## config.mk

```make
export PLATFORM = sky130hd
export DESIGN_NAME = codabar_module_encoder_flat
export DESIGN_NICKNAME = d
export VERILOG_FILES = /design/src/rtl/cme_pkg.sv /design/src/rtl/cme_req_if.sv /design/src/rtl/cme_rsp_if.sv /design/src/rtl/codabar_module_encoder.sv /design/src/rtl/cme_front.sv /design/src/rtl/cme_queue.sv /design/src/rtl/cme_back.sv /design/src/flat_wrapper.sv
export SDC_FILE = /design/constraint.sdc
export NUM_CORES = 1
export LEC_CHECK = 0
export ABC_CLOCK_PERIOD_IN_PS = 3000
export BUFFER_PORTS_ARGS = -buffer_cell sky130_fd_sc_hd__buf_4
export CORE_UTILIZATION = 27
export CTS_CLUSTER_DIAMETER = 60
export DETAILED_ROUTE_END_ITERATION = 7
export SYNTH_ARGS = -nofsm -noshare
export SYNTH_HDL_FRONTEND = slang
export SYNTH_HIERARCHICAL = 1
export SYNTH_SLANG_ARGS = --single-unit
```

## constraint.sdc

```tcl
create_clock -name clock -period 3 [get_ports clock]
set_clock_uncertainty 0.05 [all_clocks]
set_input_delay 0.45 -clock clock [delete_from_list [all_inputs] [get_ports clock]]
set_output_delay 0.45 -clock clock [all_outputs]
set_load 0.02 [all_outputs]
```

## src/rtl/cme_pkg.sv

```systemverilog
`timescale 1ns / 1ps

package cme_pkg;

   localparam int QUIET_MODULES = 10;
   localparam int QueueDepth    = 4;
   localparam int QueuePtrW     = $clog2(QueueDepth);
   localparam int QueueCntW     = $clog2(QueueDepth + 1);

   // the quiet zone width lives in a 4-bit field
   localparam logic [3:0] QuietWidth = 4'(QUIET_MODULES);

   localparam logic [4:0] SymA     = 5'd16;
   localparam logic [3:0] GapWidth = 4'd1;

   // one chunk slot of the fixed sequence, one bit each
   typedef enum logic [2:0] {
      SLOT_LEAD_QUIET = 3'd0,
      SLOT_START_SYM  = 3'd1,
      SLOT_START_GAP  = 3'd2,
      SLOT_DATA_SYM   = 3'd3,
      SLOT_DATA_GAP   = 3'd4,
      SLOT_STOP_SYM   = 3'd5,
      SLOT_END_QUIET  = 3'd6
   } slot_type;

   localparam int NumSlots = 7;

   typedef struct packed {
      logic       do_start;
      logic       do_data;
      logic       do_end;
      logic [4:0] edge_idx;   // start and stop letter symbol
      logic [3:0] data_idx;
   } plan_type;

   typedef struct packed {
      logic     valid;
      plan_type plan;
   } qport_type;

   function automatic logic [12:0] sym_bits(input logic [4:0] idx);
      logic [12:0] bits;
      case (idx)
         5'd0:    bits = 13'h0547;
         5'd1:    bits = 13'h0571;
         5'd2:    bits = 13'h0517;
         5'd3:    bits = 13'h0715;
         5'd4:    bits = 13'h05D1;
         5'd5:    bits = 13'h0751;
         5'd6:    bits = 13'h0457;
         5'd7:    bits = 13'h045D;
         5'd8:    bits = 13'h0475;
         5'd9:    bits = 13'h0745;
         5'd10:   bits = 13'h051D;
         5'd11:   bits = 13'h05C5;
         5'd12:   bits = 13'h1DDD;
         5'd13:   bits = 13'h1DD7;
         5'd14:   bits = 13'h1D77;
         5'd15:   bits = 13'h1777;
         5'd16:   bits = 13'h1711;
         5'd17:   bits = 13'h1117;
         5'd18:   bits = 13'h1447;
         5'd19:   bits = 13'h1471;
         default: bits = 13'h0000;
      endcase
      return bits;
   endfunction

   function automatic logic [3:0] sym_width(input logic [4:0] idx);
      return (idx >= 5'd12) ? 4'd13 : 4'd11;
   endfunction

endpackage

```

## src/rtl/cme_req_if.sv

```systemverilog
`timescale 1ns / 1ps

interface cme_req_if;
   logic       valid;
   logic       ready;
   logic [7:0] char_code;
   logic       final_char;

   modport source (output valid, output char_code, output final_char, input ready);
   modport sink   (input valid, input char_code, input final_char, output ready);
endinterface

```

## src/rtl/cme_rsp_if.sv

```systemverilog
`timescale 1ns / 1ps

interface cme_rsp_if;
   logic        valid;
   logic        ready;
   logic [12:0] pattern_bits;
   logic [3:0]  pattern_width;
   logic        run_last;
   logic        code_end;

   modport source (output valid, output pattern_bits, output pattern_width,
                   output run_last, output code_end, input ready);
   modport sink   (input valid, input pattern_bits, input pattern_width,
                   input run_last, input code_end, output ready);
endinterface

```

## src/rtl/codabar_module_encoder.sv

```systemverilog
`timescale 1ns / 1ps
// the first chunk of a request passes through the request queue and then the output register to rsp
// the emitter sends one chunk per cycle while rsp is not stalled; a request has 0 to 7 chunks,
// picked in order by the chunk-select logic behind the request queue
// a four-deep queue lets requests be accepted while the emitter is busy
// reset (synchronous, active high) empties the queue and drops any pending chunk

module codabar_module_encoder import cme_pkg::*; (
   input  logic      clock,
   input  logic      reset,
   cme_req_if.sink   req_bus,
   cme_rsp_if.source rsp_bus
);

   qport_type push;
   qport_type head;
   logic      q_full;
   logic      pop;

   cme_front u_front (
      .clock   (clock),
      .reset   (reset),
      .req_bus (req_bus),
      .q_full  (q_full),
      .push    (push)
   );

   cme_queue u_queue (
      .clock (clock),
      .reset (reset),
      .push  (push),
      .full  (q_full),
      .head  (head),
      .pop   (pop)
   );

   cme_back u_back (
      .clock   (clock),
      .reset   (reset),
      .head    (head),
      .pop     (pop),
      .rsp_bus (rsp_bus)
   );

endmodule

```

## src/rtl/cme_front.sv

```systemverilog
`timescale 1ns / 1ps

module cme_front import cme_pkg::*; (
   input  logic      clock,
   input  logic      reset,
   cme_req_if.sink   req_bus,
   input  logic      q_full,
   output qport_type push
);

   logic       started_ff, started_in;
   logic [7:0] c;
   logic       is_letter;
   logic       data_ok;
   logic [3:0] data_idx;
   logic       accept;

   assign c         = req_bus.char_code;
   assign is_letter = (c >= 8'h41) && (c <= 8'h44);
   assign req_bus.ready = !q_full;
   assign accept    = req_bus.valid && !q_full;

   always_comb begin
      data_ok  = 1'b1;
      data_idx = 4'd0;
      if (c >= 8'h30 && c <= 8'h39) begin
         data_idx = 4'(c - 8'h30);
      end else begin
         case (c)
            8'h2D:   data_idx = 4'd10;  // -
            8'h24:   data_idx = 4'd11;  // $
            8'h2E:   data_idx = 4'd12;  // .
            8'h2F:   data_idx = 4'd13;  // /
            8'h3A:   data_idx = 4'd14;  // :
            8'h2B:   data_idx = 4'd15;  // +
            default: data_ok  = 1'b0;
         endcase
      end
   end

   // a letter serves as start when first and as stop when final
   always_comb begin
      push.valid         = accept;
      push.plan.do_start = !started_ff;
      push.plan.do_data  = data_ok;
      push.plan.do_end   = req_bus.final_char;
      push.plan.edge_idx = is_letter ? {3'b100, 2'(c[1:0] - 2'd1)} : SymA;
      push.plan.data_idx = data_idx;
   end

   always_comb begin
      started_in = started_ff;
      if (accept) begin
         started_in = !req_bus.final_char;
      end
   end

   always_ff @(posedge clock) begin
      if (reset) begin
         started_ff <= 1'b0;
      end else begin
         started_ff <= started_in;
      end
   end

endmodule

```

## src/rtl/cme_queue.sv

```systemverilog
`timescale 1ns / 1ps

module cme_queue import cme_pkg::*; (
   input  logic      clock,
   input  logic      reset,
   input  qport_type push,
   output logic      full,
   output qport_type head,
   input  logic      pop
);

   plan_type             mem [QueueDepth];
   logic [QueuePtrW-1:0] wr_ptr_ff, wr_ptr_in;
   logic [QueuePtrW-1:0] rd_ptr_ff, rd_ptr_in;
   logic [QueueCntW-1:0] count_ff, count_in;
   logic                 do_push;
   logic                 do_pop;

   assign full       = (count_ff == QueueCntW'(QueueDepth));
   assign do_push    = push.valid && !full;
   assign do_pop     = pop && (count_ff != '0);
   assign head.valid = (count_ff != '0);
   assign head.plan  = mem[rd_ptr_ff];

   always_comb begin
      wr_ptr_in = wr_ptr_ff;
      rd_ptr_in = rd_ptr_ff;
      count_in  = count_ff;
      if (do_push) begin
         wr_ptr_in = (wr_ptr_ff == QueuePtrW'(QueueDepth - 1)) ? '0 : wr_ptr_ff + 1'b1;
      end
      if (do_pop) begin
         rd_ptr_in = (rd_ptr_ff == QueuePtrW'(QueueDepth - 1)) ? '0 : rd_ptr_ff + 1'b1;
      end
      if (do_push && !do_pop) begin
         count_in = count_ff + 1'b1;
      end else if (do_pop && !do_push) begin
         count_in = count_ff - 1'b1;
      end
   end

   always_ff @(posedge clock) begin
      if (do_push) begin
         mem[wr_ptr_ff] <= push.plan;
      end
   end

   always_ff @(posedge clock) begin
      if (reset) begin
         wr_ptr_ff <= '0;
         rd_ptr_ff <= '0;
         count_ff  <= '0;
      end else begin
         wr_ptr_ff <= wr_ptr_in;
         rd_ptr_ff <= rd_ptr_in;
         count_ff  <= count_in;
      end
   end

`ifndef SYNTHESIS
   a_pop_needs_entry: assert property (@(posedge clock) disable iff (reset)
      pop |-> count_ff != '0)
      else $error("queue popped while empty");

   a_count_tracks: assert property (@(posedge clock) disable iff (reset)
      (do_push && !do_pop) |=> count_ff == $past(count_ff) + 1'b1)
      else $error("queue count lost a request");
`endif

endmodule

```

## src/rtl/cme_back.sv

```systemverilog
`timescale 1ns / 1ps

module cme_back import cme_pkg::*; (
   input  logic      clock,
   input  logic      reset,
   input  qport_type head,
   output logic      pop,
   cme_rsp_if.source rsp_bus
);

   logic [NumSlots-1:0] done_ff, done_in;
   logic [NumSlots-1:0] mask;
   logic [NumSlots-1:0] rem;
   logic [NumSlots-1:0] sel;
   logic [NumSlots-1:0] rest;

   logic        rsp_valid_ff, rsp_valid_in;
   logic [12:0] bits_ff, bits_in;
   logic [3:0]  width_ff, width_in;
   logic        last_ff, last_in;
   logic        end_ff, end_in;

   logic        out_free;
   logic        emit;
   logic [12:0] ch_bits;
   logic [3:0]  ch_width;
   logic        ch_end;

   always_comb begin
      mask = '0;
      mask[SLOT_LEAD_QUIET] = head.plan.do_start;
      mask[SLOT_START_SYM]  = head.plan.do_start;
      mask[SLOT_START_GAP]  = head.plan.do_start;
      mask[SLOT_DATA_SYM]   = head.plan.do_data;
      mask[SLOT_DATA_GAP]   = head.plan.do_data;
      mask[SLOT_STOP_SYM]   = head.plan.do_end;
      mask[SLOT_END_QUIET]  = head.plan.do_end;
   end

   // lowest slot still owed for the request at the head
   assign rem  = mask & ~done_ff;
   assign sel  = rem & (~rem + 1'b1);
   assign rest = rem & ~sel;

   assign out_free = !rsp_valid_ff || rsp_bus.ready;
   assign emit     = head.valid && (rem != '0) && out_free;
   // a request with nothing to send leaves at once
   assign pop      = head.valid && ((rem == '0) || (out_free && (rest == '0)));

   always_comb begin
      ch_bits  = '0;
      ch_width = GapWidth;
      ch_end   = 1'b0;
      if (sel[SLOT_LEAD_QUIET]) begin
         ch_width = QuietWidth;
      end else if (sel[SLOT_START_SYM] || sel[SLOT_STOP_SYM]) begin
         ch_bits  = sym_bits(head.plan.edge_idx);
         ch_width = sym_width(head.plan.edge_idx);
      end else if (sel[SLOT_DATA_SYM]) begin
         ch_bits  = sym_bits({1'b0, head.plan.data_idx});
         ch_width = sym_width({1'b0, head.plan.data_idx});
      end else if (sel[SLOT_END_QUIET]) begin
         ch_width = QuietWidth;
         ch_end   = 1'b1;
      end
   end

   always_comb begin
      done_in      = done_ff;
      rsp_valid_in = rsp_valid_ff;
      bits_in      = bits_ff;
      width_in     = width_ff;
      last_in      = last_ff;
      end_in       = end_ff;
      if (pop) begin
         done_in = '0;
      end else if (emit) begin
         done_in = done_ff | sel;
      end
      if (out_free) begin
         rsp_valid_in = emit;
         bits_in      = ch_bits;
         width_in     = ch_width;
         last_in      = (rest == '0);
         end_in       = ch_end;
      end
   end

   always_ff @(posedge clock) begin
      if (reset) begin
         done_ff      <= '0;
         rsp_valid_ff <= 1'b0;
      end else begin
         done_ff      <= done_in;
         rsp_valid_ff <= rsp_valid_in;
      end
   end

   always_ff @(posedge clock) begin
      bits_ff  <= bits_in;
      width_ff <= width_in;
      last_ff  <= last_in;
      end_ff   <= end_in;
   end

   assign rsp_bus.valid         = rsp_valid_ff;
   assign rsp_bus.pattern_bits  = bits_ff;
   assign rsp_bus.pattern_width = width_ff;
   assign rsp_bus.run_last      = last_ff;
   assign rsp_bus.code_end      = end_ff;

`ifndef SYNTHESIS
   a_end_is_last: assert property (@(posedge clock) disable iff (reset)
      rsp_valid_ff && end_ff |-> last_ff)
      else $error("closing quiet zone not marked last");

   a_pop_clears: assert property (@(posedge clock) disable iff (reset)
      pop |=> done_ff == '0)
      else $error("slot mask not cleared after pop");
`endif

endmodule

```

## src/flat_wrapper.sv

```systemverilog
// flat-port wrapper written by rule: the top's interface ports become plain ports
module codabar_module_encoder_flat import cme_pkg::*;
  (clock, reset, req_bus_valid, req_bus_char_code, req_bus_final_char, req_bus_ready, rsp_bus_valid, rsp_bus_pattern_bits, rsp_bus_pattern_width, rsp_bus_run_last, rsp_bus_code_end, rsp_bus_ready);
  cme_req_if req_bus_i ();
  cme_rsp_if rsp_bus_i ();
  input  logic clock;
  input  logic reset;
  input wire logic [$bits(req_bus_i.valid)-1:0] req_bus_valid;
  input wire logic [$bits(req_bus_i.char_code)-1:0] req_bus_char_code;
  input wire logic [$bits(req_bus_i.final_char)-1:0] req_bus_final_char;
  output wire logic [$bits(req_bus_i.ready)-1:0] req_bus_ready;
  output wire logic [$bits(rsp_bus_i.valid)-1:0] rsp_bus_valid;
  output wire logic [$bits(rsp_bus_i.pattern_bits)-1:0] rsp_bus_pattern_bits;
  output wire logic [$bits(rsp_bus_i.pattern_width)-1:0] rsp_bus_pattern_width;
  output wire logic [$bits(rsp_bus_i.run_last)-1:0] rsp_bus_run_last;
  output wire logic [$bits(rsp_bus_i.code_end)-1:0] rsp_bus_code_end;
  input wire logic [$bits(rsp_bus_i.ready)-1:0] rsp_bus_ready;
  assign req_bus_i.valid = req_bus_valid;
  assign req_bus_i.char_code = req_bus_char_code;
  assign req_bus_i.final_char = req_bus_final_char;
  assign req_bus_ready = req_bus_i.ready;
  assign rsp_bus_valid = rsp_bus_i.valid;
  assign rsp_bus_pattern_bits = rsp_bus_i.pattern_bits;
  assign rsp_bus_pattern_width = rsp_bus_i.pattern_width;
  assign rsp_bus_run_last = rsp_bus_i.run_last;
  assign rsp_bus_code_end = rsp_bus_i.code_end;
  assign rsp_bus_i.ready = rsp_bus_ready;
  codabar_module_encoder u_core (.clock(clock), .reset(reset), .req_bus(req_bus_i), .rsp_bus(rsp_bus_i));
endmodule
```

==> flow_summary.json, run 1 <==
{
  "cp.depth": 13,
  "place_area_mm2": 0.00483,
  "synthMostInstantiatedCell": "edfxtp_1",
  "port_buffers": 33,
  "areaGrowthSynthToFinish_pct": 17.7,
  "p_leak_nw": 1.86,
  "crit_path_start_kind": "register",
  "dieArea_mm2": 0.0168,
  "cts_tree": "built",
  "grt_max_degree": 22,
  "cp_top_family": "simple AND/OR/NAND/NOR gates",
  "netSwitchingFraction": 0.365,
  "power_frac_seq": 0.375,
  "switching_power_mw": 1.66,
  "period_share": 0.963,
  "place_ws_ps": -49.0,
  "drc_errors": 0,
  "post_drt_via_cell_ratio": 4.71,
  "clk_path_buf_depth": 2,
  "grt_pass1_wl_um": 13900,
  "ff2ff_path_depth": 13,
  "arrival_ps": 3110,
  "critPathRequiredTime_ps": 3220,
  "synthCells": 358,
  "final_max_slew_viol_count": 0,
  "hold_class": "primary input to register",
  "yosys.cell_types.count": 69,
  "synth_common_cells": "edfxtp_1 (67), a21oi_1 (23), nor2_1 (22)",
  "ys_seq_area_frac": 0.540,
  "crit_chain": "mux4_2 -> nor2b_1 -> o21ai_2 -> a41o_1 -> nand2_1 -> nand2_2 -> o31ai_4 -> ha_2 -> inv_1 -> fa_2 -> xor2_2 -> or3_4 -> a21oi_2",
  "wl_um": 8490,
  "netlist_area_mm2": 0.00439,
  "multi_input_area_mm2": 0.00185,
  "yosys_warnings": 6,
  "start_util": 0.277,
  "finalSetupViolations": 0,
  "ys_ff_latch": 85,
  "power.total_mw": 4.55,
  "synth_flop_cell": "edfxtp_1",
  "fin_nets": 419,
  "cp-end-kind": "register",
  "clkPwrFrac": 0.224,
  "insertion_delay_ps": 340,
  "rsz0062_at_grt": "false",
  "max-cap-violations": 0,
  "die_y_um": 130,
  "yosys-top-cells-area": "edfxtp_1 (46%), dfxtp_1 (8.2%), mux4_2 (6.2%)",
  "grt-ovfl-total": 0,
  "drtIter0Drc": 273,
  "fillers": 1594,
  "hold_depth": 2,
  "synth_top_area_cell": "edfxtp_1",
  "path_clk_slew_ps": 60,
  "regArea_mm2": 0.00238,
  "path_max_fanout": 7,
  "cts_buffers": 9,
  "via_count": 2877,
  "stdcell_count": 611,
  "power.internal_mw": 2.89,
  "final_area_mm2": 0.00517,
  "synth_edf_count": 67,
  "slew-limit-headroom": 0.563,
  "fin_crit_ps": 2890,
  "yosys.area.top_type_share": 0.458,
  "drive_gt1_frac": 0.261,
  "critPathMaxStageDelay_ps": 460,
  "setup_ws_ps": 111,
  "clkSinkCount": 85,
  "path_class": "register to register",
  "synth.avg_cell_area_um2": 12.3,
  "antenna_found_initial": 0,
  "p_per_area_mw_per_mm2": 880,
  "place_inst": 589,
  "ys_async_sr_fraction": 0,
  "ant_nets": 0,
  "peakVddDrop_mv": 0.342,
  "first_pass_iters": 4,
  "fmax_mhz": 346,
  "place_hpwl_um": 5740,
  "grt_usage": 0.108,
  "finalWeightedCongestion": 0.846,
  "wl_per_cell_um": 13.9,
  "io-pin-count": 34,
  "hold_violations": 0,
  "totalNegativeSetupSlack_ps": 0,
  "outcome": "complete, no violations",
  "htree_num_levels": 3,
  "clock-root-buffer": "clkbuf_16",
  "core_mm2": 0.0159,
  "crit_buf_inv": 1,
  "die_x_um": 130,
  "first_global_vias": 2772,
  "diodes": 0,
  "slowest_stage": "mux4_2",
  "comb_power_share": 0.402,
  "tightest_slew_ps": 650,
  "rows": 46
}
==> cells in the final DEF, fill, tap and decap left out, types with 3 or more instances in the layout <==
cell type / Yosys / routed
ha_1: 15 / 14
nor3b_1: 3 / 3
clkbuf_16: 0 / 9
o22ai_1: 4 / 4
nor2_1: 22 / 22
a31oi_1: 11 / 11
buf_4: 8 / 44
a21oi_1: 23 / 21
mux2i_1: 6 / 6
mux4_2: 12 / 12
a211oi_1: 3 / 3
and3_2: 5 / 5
o21ai_1: 10 / 10
nor2b_1: 13 / 13
nand3_1: 9 / 9
xnor2_1: 3 / 3
nor3_1: 7 / 7
conb_1: 2 / 3
edfxtp_1: 67 / 67
o21ai_0: 11 / 10
a22oi_1: 3 / 3
dfxtp_1: 18 / 17
inv_1: 16 / 16
nand2_1: 16 / 15
nand2b_1: 4 / 4
==> stage by stage <==
step | util | hold slack, ps
after CTS | 0.322 | 274
after floorplan | - | 403
after global placement | 0.304 | 438
after global routing | 0.325 | 282
final | 0.325 | 283
after detailed placement | 0.304 | 437
==> power groups by stage <==
stage	clock (mW)	sequential, mW	combinational [mW]
floorplan	0	1.86	1.19
global placement	0	1.72	1.71
detailed placement	0	1.73	1.74
CTS	1.04	1.71	1.77
global route	1.10	1.73	2.01
finish	1.02	1.70	1.83
==> kinds of logic (layout without fill, tap and decap cells) <==
logic type | count (synthesis) | count (layout) | share of synthesized area
other cells | 2 | 3 | 0.00171
xor+xnor | 6 | 6 | 0.0120
compound gates | 91 | 91 | 0.148
simple gates | 98 | 98 | 0.123
buf+inv | 41 | 77 | 0.0498
flops | 85 | 85 | 0.540
mux | 19 | 19 | 0.0778
fa+ha+maj | 16 | 16 | 0.0473
==> final cells by class <==
class,count,share of cell area
Sequential cell,85,0.460
Inverter,17,0.0133
Timing Repair Buffer,44,0.0639
Clock buffer,11,0.0450
Clock inverter,5,0.00726
Tap cell,216,0.0523
Multi-Input combinational cell,233,0.359
==> worst register-to-register path, stage by stage (launching register included) <==
cell     delay (ps)
dfxtp_4         360
mux4_2          460
nor2b_1         210
o21ai_2          80
a41o_1          210
nand2_1          80
nand2_2          60
o31ai_4          60
ha_2            230
inv_1            60
fa_2            370
xor2_2          160
or3_4           330
a21oi_2         110
==> state kept, by name, indices dropped and copies added, names as in the netlist, named ones only <==
name                                 cells
u_core/u_back/rsp_bus.run_last           1
u_core/u_queue/mem                      48
u_core/u_back/rsp_bus.pattern_width      4
u_core/u_back/rsp_bus.code_end           1
u_core/u_queue/rd_ptr_ff                 2
u_core/u_queue/count_ff                  3
u_core/u_back/rsp_bus.pattern_bits      13
u_core/u_queue/wr_ptr_ff                 2
u_core/u_back/done_ff                    7
u_core/u_back/rsp_bus.valid              1
u_core/u_front/started_ff                1
==> layer usage <==
| layer | GRT usage | share of wire | wire length, um |
|---|---|---|---|
| met5 | 0 | 0 | 0 |
| met4 | 0.0609 | 0.021 | 176 |
| met3 | 0.0136 | 0.041 | 349 |
| met2 | 0.175 | 0.48 | 4080 |
| met1 | 0.140 | 0.46 | 3890 |
==> repair_timing <==
item	in CTS	in global routing
setup buffers	3	3
hold buffers	0	0
setup endpoints to repair	1	1
pin swaps	1	5
gates resized for setup	2	5
cloned	0	0
==> final timing paths <==
path	slack [ps]	from	endpoint
max	110	register	u_core/u_queue/count_ff[2]
min	280	req_bus_final_char	u_core/u_front/started_ff
max reg2reg	110	register	u_core/u_queue/count_ff[2]
min reg2reg	440	u_core/u_queue/rd_ptr_ff[0]	register
Note: power is estimated with default switching activity, not from simulation.
==> run 2: changes to the inputs <==
--- a/config.mk
+++ b/config.mk
@@ -5,11 +5,13 @@
 export SDC_FILE = /design/constraint.sdc
 export NUM_CORES = 1
 export LEC_CHECK = 0
+export ABC_AREA = 1
 export ABC_CLOCK_PERIOD_IN_PS = 3000
 export BUFFER_PORTS_ARGS = -buffer_cell sky130_fd_sc_hd__buf_4
 export CORE_UTILIZATION = 27
 export CTS_CLUSTER_DIAMETER = 60
 export DETAILED_ROUTE_END_ITERATION = 7
+export SLEW_MARGIN = 20
 export SYNTH_ARGS = -nofsm -noshare
 export SYNTH_HDL_FRONTEND = slang
 export SYNTH_HIERARCHICAL = 1
==> run 2 against run 1 <==
Via count is 15% higher. Non-clock buffer count is 4 higher. First-iteration DRC count is 15% lower. Count of clock-buffer cells in the layout is 1 lower. Combinational power is 9% lower. Setup slack better by 150 ps. Routed wire length is 9.3% higher. Hold slack worse by 23 ps. Sequential cell count stayed put. Core utilization is 0.70 points higher. Sequential share of layout area is 0.97 points lower. Global-route usage is 0.78 points higher.
==> flow_summary.json, run 2 <==
{
  "outcome": "complete, no violations",
  "yosys_warnings": 6,
  "ys_seq_area_frac": 0.538,
  "clock-root-buffer": "clkbuf_16",
  "diodes": 0,
  "clkSinkCount": 85,
  "yosys.area.top_type_share": 0.457,
  "largest_register_ffs": 48,
  "mostFrequentLayoutCells": "edfxtp_1 (67), nor2_1 (66), inv_1 (64)",
  "clk_path_buf_depth": 2,
  "wl_per_cell_um": 12.6,
  "synth_common_cells": "edfxtp_1 (67), nor2_1 (66), inv_1 (64)",
  "ys_async_sr_fraction": 0,
  "critPathRequiredTime_ps": 3190,
  "post_drt_via_cell_ratio": 4.47,
  "synth_edf_count": 67,
  "die_y_um": 130,
  "grt-ovfl-total": 0,
  "drc_errors": 0,
  "start_util": 0.277,
  "ff2ff_path_depth": 17,
  "first_pass_iters": 4,
  "netlist_area_mm2": 0.00441,
  "reg2reg_setup_slack_ps": 270,
  "die_x_um": 130,
  "path_class": "register to register",
  "final_max_slew_viol_count": 0,
  "ys_ff_latch": 85,
  "crit_path_start_kind": "register",
  "rsz0062_at_grt": "false",
  "arrival_ps": 2920,
  "totalNegativeSetupSlack_ps": 0,
  "synthMostInstantiatedCell": "edfxtp_1",
  "synth.avg_cell_area_um2": 9.33,
  "slew-limit-headroom": 0.487,
  "path_max_fanout": 11,
  "cts_tree": "built",
  "drive_gt1_frac": 0.226,
  "yosys-top-cells-area": "edfxtp_1 (46%), dfxtp_1 (8.2%), nor2_1 (5.6%)",
  "path_clk_slew_ps": 60,
  "cts_buffers": 9,
  "cts_hold_buf": 0,
  "topRoutingLayerUsed": "met4",
  "reg2reg_to": "u_core/u_queue/count_ff[1]",
  "fmax_mhz": 366,
  "finalWeightedCongestion": 0.833,
  "hold_violations": 0,
  "ant_nets": 0,
  "yosys.cell_types.count": 41,
  "wl_um": 9280,
  "finalSetupViolations": 0,
  "first_global_vias": 3171,
  "tightest_slew_ps": 770,
  "synth_flop_cell": "edfxtp_1",
  "port_buffers": 33,
  "rows": 46,
  "via_count": 3301,
  "wl_met2_um": 4560,
  "grt_usage": 0.116,
  "htree_num_levels": 3,
  "hp-start": "reset",
  "peakVddDrop_mv": 0.280,
  "place_hpwl_um": 6760,
  "areaGrowthSynthToFinish_pct": 19.9,
  "power.total_mw": 4.37,
  "io-pin-count": 34,
  "period_share": 0.912,
  "layout_commonest_cell": "edfxtp_1",
  "cp-endpoint": "u_core/u_queue/count_ff[1]",
  "max-cap-violations": 0,
  "dieArea_mm2": 0.0168,
  "grt_max_degree": 23,
  "antenna_found_initial": 0,
  "fin_nets": 546,
  "wl_met1_um": 4240,
  "p_per_area_mw_per_mm2": 827,
  "cp-end-kind": "register",
  "drtIter0Drc": 232,
  "synth_top_area_cell": "edfxtp_1",
  "p_leak_nw": 2.18,
  "timing.hold.ws_ps": 260,
  "hold_class": "primary input to register",
  "fin_crit_ps": 2730,
  "core_mm2": 0.0159,
  "synthCells": 472,
  "top_register": "u_core/u_queue/mem",
  "grt_pass1_wl_um": 15100,
  "dr_wl_met3_um": 258,
  "insertion_delay_ps": 340
}
==> run 2: changes by cell type in the layout (fill, tap and decap cells not counted), sizes merged, moves of 6 or more <==
cell	previous run	this run
inv	17	75
nor2	23	81
nand2	16	72
o21ai	21	54
nor2b	13	0
mux4	12	0
a21oi	24	13
o22ai	6	15
a31oi	12	4
mux2i	6	0
nor3	7	1
==> run 2: kinds of logic (layout without fill, tap and decap cells) <==
family,count (synthesis),count (layout),synth area share
AOI/OAI and AO/OA,99,99,0.131
xor gates and xnor gates,1,1,0.00199
adders and majority gates,16,16,0.0471
buffers and inverters,89,138,0.0875
DFF,85,85,0.538
other,2,3,0.00170
and+or+nand+nor,180,180,0.192
==> run 2: what timing repair did <==
item                                    CTS  global route
endpoints found under the setup margin    0             2
resized for setup                         0            15
setup buffers                             0             1
==> run 2: report_power, final <==
group	switching (mW)	internal [mW]	total, mW
Clock	0.465	0.566	1.03
Sequential	0.102	1.57	1.67
Combinational	1.09	0.573	1.66
==> run 2: stage by stage <==
step                cells  instance area (um^2)  setup slack (ps)  utilization
floorplan             473                  4410               218            -
global placement      720                  4930               164        0.310
detailed placement    720                  4930              50.1        0.310
CTS                   736                  5200              41.0        0.328
global route          738                  5280              11.6        0.332
finish                738                  5280               265        0.332
==> run 2: per-layer routing <==
layer | vias up | GRT usage
met2 | 53 | 0.195
met4 | 0 | 0.0663
li1 | 1682 | -
met5 | - | 0
met3 | 11 | 0.0172
met1 | 1555 | 0.142
==> run 2: how the worst min path moves through the flow <==
stage / slack, ps / to / cells after the start
global placement: 430 / u_core/u_back/done_ff[6] / 2
floorplan: 410 / u_core/u_back/done_ff[4] / 2
detailed placement: 440 / u_core/u_back/done_ff[6] / 2
CTS: 260 / u_core/u_back/rsp_bus.valid / 2
finish: 260 / u_core/u_queue/count_ff[0] / 2
global route: 260 / u_core/u_queue/mem[0][9] / 1
==> run 2: area by class of cell <==
| type | count | area [um^2] |
|---|---|---|
| clock buffer | 10 | 229 |
| inverter | 74 | 280 |
| sequential | 85 | 2380 |
| tap | 216 | 270 |
| timing repair buffer | 48 | 390 |
| multi-input combinational | 299 | 1690 |
| fill | 1640 | 10600 |
| clock inverter | 6 | 46.3 |
==> run 2: worst max-delay path, cell delays in order, from the launching register on <==
cell,delay [ps]
dfxtp_4,370
buf_4,170
o21ai_1,160
o22ai_2,100
buf_4,150
o21ai_2,110
nand3_2,130
nand2_1,90
nand4_1,90
nand2_1,80
nand2_2,70
inv_1,110
nand2_2,80
ha_2,180
inv_1,80
fa_2,430
o21ai_1,130
nor2_1,50
